===== config.mk =====
export PLATFORM = sky130hd
export DESIGN_NAME = ekst_ram
export DESIGN_NICKNAME = d
export VERILOG_FILES = /design/src/rtl/core/ekst_ram.sv
export SDC_FILE = /design/constraint.sdc
export NUM_CORES = 1
export LEC_CHECK = 0
export ABC_AREA = 1
export BUFFER_PORTS_ARGS = -buffer_cell sky130_fd_sc_hd__buf_2
export CAP_MARGIN = 20
export CORE_UTILIZATION = 43
export CTS_CLUSTER_SIZE = 14
export DETAILED_ROUTE_END_ITERATION = 7
export HOLD_SLACK_MARGIN = 0.08
export PLACE_DENSITY_LB_ADDON = 0.15
export SYNTH_ARGS = -nofsm -noshare
export SYNTH_HDL_FRONTEND = slang
export SYNTH_SLANG_ARGS = --single-unit

===== constraint.sdc =====
create_clock -name clk -period 1.75 [get_ports clk]
set_clock_uncertainty 0.15 [all_clocks]
set_input_delay 0.2625 -clock clk [delete_from_list [all_inputs] [get_ports clk]]
set_output_delay 0.2625 -clock clk [all_outputs]
set_load 0.03 [all_outputs]

===== src/rtl/core/ekst_ram.sv =====
// ---------------------------------------------------------------------------
// Generic simple dual-port RAM
// One write port and one read port with registered read data.
// ---------------------------------------------------------------------------
`default_nettype none

module ekst_ram #(
  parameter int WIDTH = 8,
  parameter int DEPTH = 16
) (
  input  wire logic                                    clk,
  input  wire logic                                    we,
  input  wire logic [((DEPTH > 1) ? $clog2(DEPTH) : 1)-1:0] waddr,
  input  wire logic [WIDTH-1:0]                        wdata,
  input  wire logic                                    re,
  input  wire logic [((DEPTH > 1) ? $clog2(DEPTH) : 1)-1:0] raddr,
  output logic      [WIDTH-1:0]                        rdata
);

  logic [WIDTH-1:0] mem [DEPTH];

  always_ff @(posedge clk) begin
    if (we) begin
      mem[waddr] <= wdata;
    end
    // Read data holds until the next read.
    if (re) begin
      rdata <= mem[raddr];
    end
  end

endmodule

`default_nettype wire


==> results.tsv <==
metric	value	unit
top cells by area, synth	edfxtp_1, nand2_1, nand3_1	
cell taking the most area after synthesis	edfxtp_1	
worst skew pair latency	410	ps
max incr delay on CP	390	ps
Root Buffer	clkbuf_16	
Tcrit/Tclk final	80.38	%
Cells after Synth	551	
leakage power	0.002932	uW
largest net degree at the start of global routing	65	
Slowest cell on crit path	edfxtp_1	
drt pass-1 iters	5	
CTS sink cnt	136	
htree depth	4	
Routed Wire Length	13390	microns
CTS buffer count	17	
syn avg cell area	10.61	sq um
Iter 0 DRT Violations	384	
Clk pin slew, worst setup/hold paths	60	ps
synth unique cells	11	
Crit Reg-Reg Startpoint	mem[9][1]	
vias in the first global route	3618	
adder-cell share of the synthesized area	0	%
core area	13240	sq um
Rel. slew slack	57.13	%
most frequent cells in the layout	nand2_1, edfxtp_1, inv_1	
run status	complete, no violations	
crit-path max FO	1	
hold crit path type	primary input to flip-flop	
Synth Area in Compound Gates	0	%
final hold violation count	0	
Worst setup EP type	output pin	
DRC violations left	0	
Pins Over Slew Limit	0	
RSZ-0062 raised after global routing	no	
clk buf depth	2	
num rows	42	
Pwr Density	1104	nW/um^2
Buf/Inv on CP	1	
GRT overflow	0	
GRT Total Usage	20.61	%
Die X	118.6	microns
final worst slack	343.3	ps
Fin Hold WS	127.9	ps
hold_sp	wdata[1]	
share of cells above drive strength 1	12.66	%
Worst Max-Slew Pin Slew	642.1	ps
fin util	51.31	%
Syn. warnings	0	
number of gates resized after cts	0	
critical path data arrival time	990	ps
Max-cap violations	0	
PortBufs	26	
Worst Path Required	1340	ps
Setup Fix Bufs, Post-CTS	0	
FMAX	0.7109	GHz
post-synth net total	570	
IO Pins	27	
simple-gate share of the synthesized area	20.76	%
Final ANT Viol Nets	0	
final critical-path required period	1407	ps
crit path from	rdata[5]	
Routed wire per std cell	17.08	microns
largest family of logic cells by synthesized area	simple AND/OR/NAND/NOR gates	
Initial Util	44.15	%
Synth Register Bits	136	
maximum vdd drop	0.0005478	V
post-synth top area share	69.85	%
post-synthesis sequential area ratio	69.85	%
Ant. Diodes	0	
total negative slack	0	ps
most common cell after layout, fill and taps aside	nand2_1	
CTS tree	done	
number of antenna violations at the first check in global routing	0	
Post-layout nets	615	
Post-Syn Area	5847	sq um
Post-Synth XOR/XNOR Area	0	%
full die area	14070	sq um
post-DP HPWL	8089	microns
critical path class	flip-flop to output pin	
routability cong.	0.7800	
multiplexer area fraction after synthesis	0	%
Vias	3814	
cell chain of the critical path	buf_2	
die height	118.6	microns
dpl ws	58.07	ps
Startpoint Class	flip-flop	
first-pass GRT wire length	21220	microns
area added between synthesis and finish	16.22	%
cell family with most CP delay	flip-flops	
Hold Buf Count CTS	1	
final setup vio count	0	
Avg Vias per Cell	4.865	
## synth_stat cells, drive strengths merged
library cell and n:
nor2 17, nand2 173, nand3b 2, nand3 97, buf 24, edfxtp 136
inv 102
## kinds of logic after synthesis
group	Yosys count
AND/OR/NAND/NOR	289
flip-flops	136
buffers and inverters	126
## sequential cells by signal, summed over array words and instances (netlist names)
| name | flops |
|---|---|
| mem | 128 |
| rdata | 8 |
## routing by layer
layer	track usage (%)	wire [microns]	share of wire, %	up-vias
met5	0	0	0	-
met4	7.041	161	1.2	0
met3	4.392	602	4.5	8
met2	31.54	6206	46	118
met1	29.12	6416	48	1817
li1	-	-	-	1871
## cell type report
class	instances	area, sq um
clock buffer	20	436.7
clock inverter	11	107.6
fill	1221	6447
inverter	102	382.9
multi-input combinational	289	1214
sequential	136	4084
tap	176	220.2
timing repair buffer	50	350.3
## power breakdown
group          internal [uW]  switching, uW
logic                    138            346
registers               3670           19.1
clock network           2060           1270
total                   5870           1630
## final timing paths
kind         slack [ps]    endpoint  cells after the start
max reg2reg         440    rdata[1]                      6
min reg2reg         610    rdata[4]                      6
max                 340    rdata[5]                      1
min                 130  mem[11][1]                      1
## per-stage QoR
step / cells / total power, uW / area, sq um
finish: 784 / 7504 / 6795
global route: 784 / 7753 / 6795
CTS: 784 / 7561 / 6795
detailed placement: 752 / 4246 / 6241
global placement: 752 / 4241 / 6241
floorplan: 551 / 4044 / 5847
(Power assumes the default switching activity.)
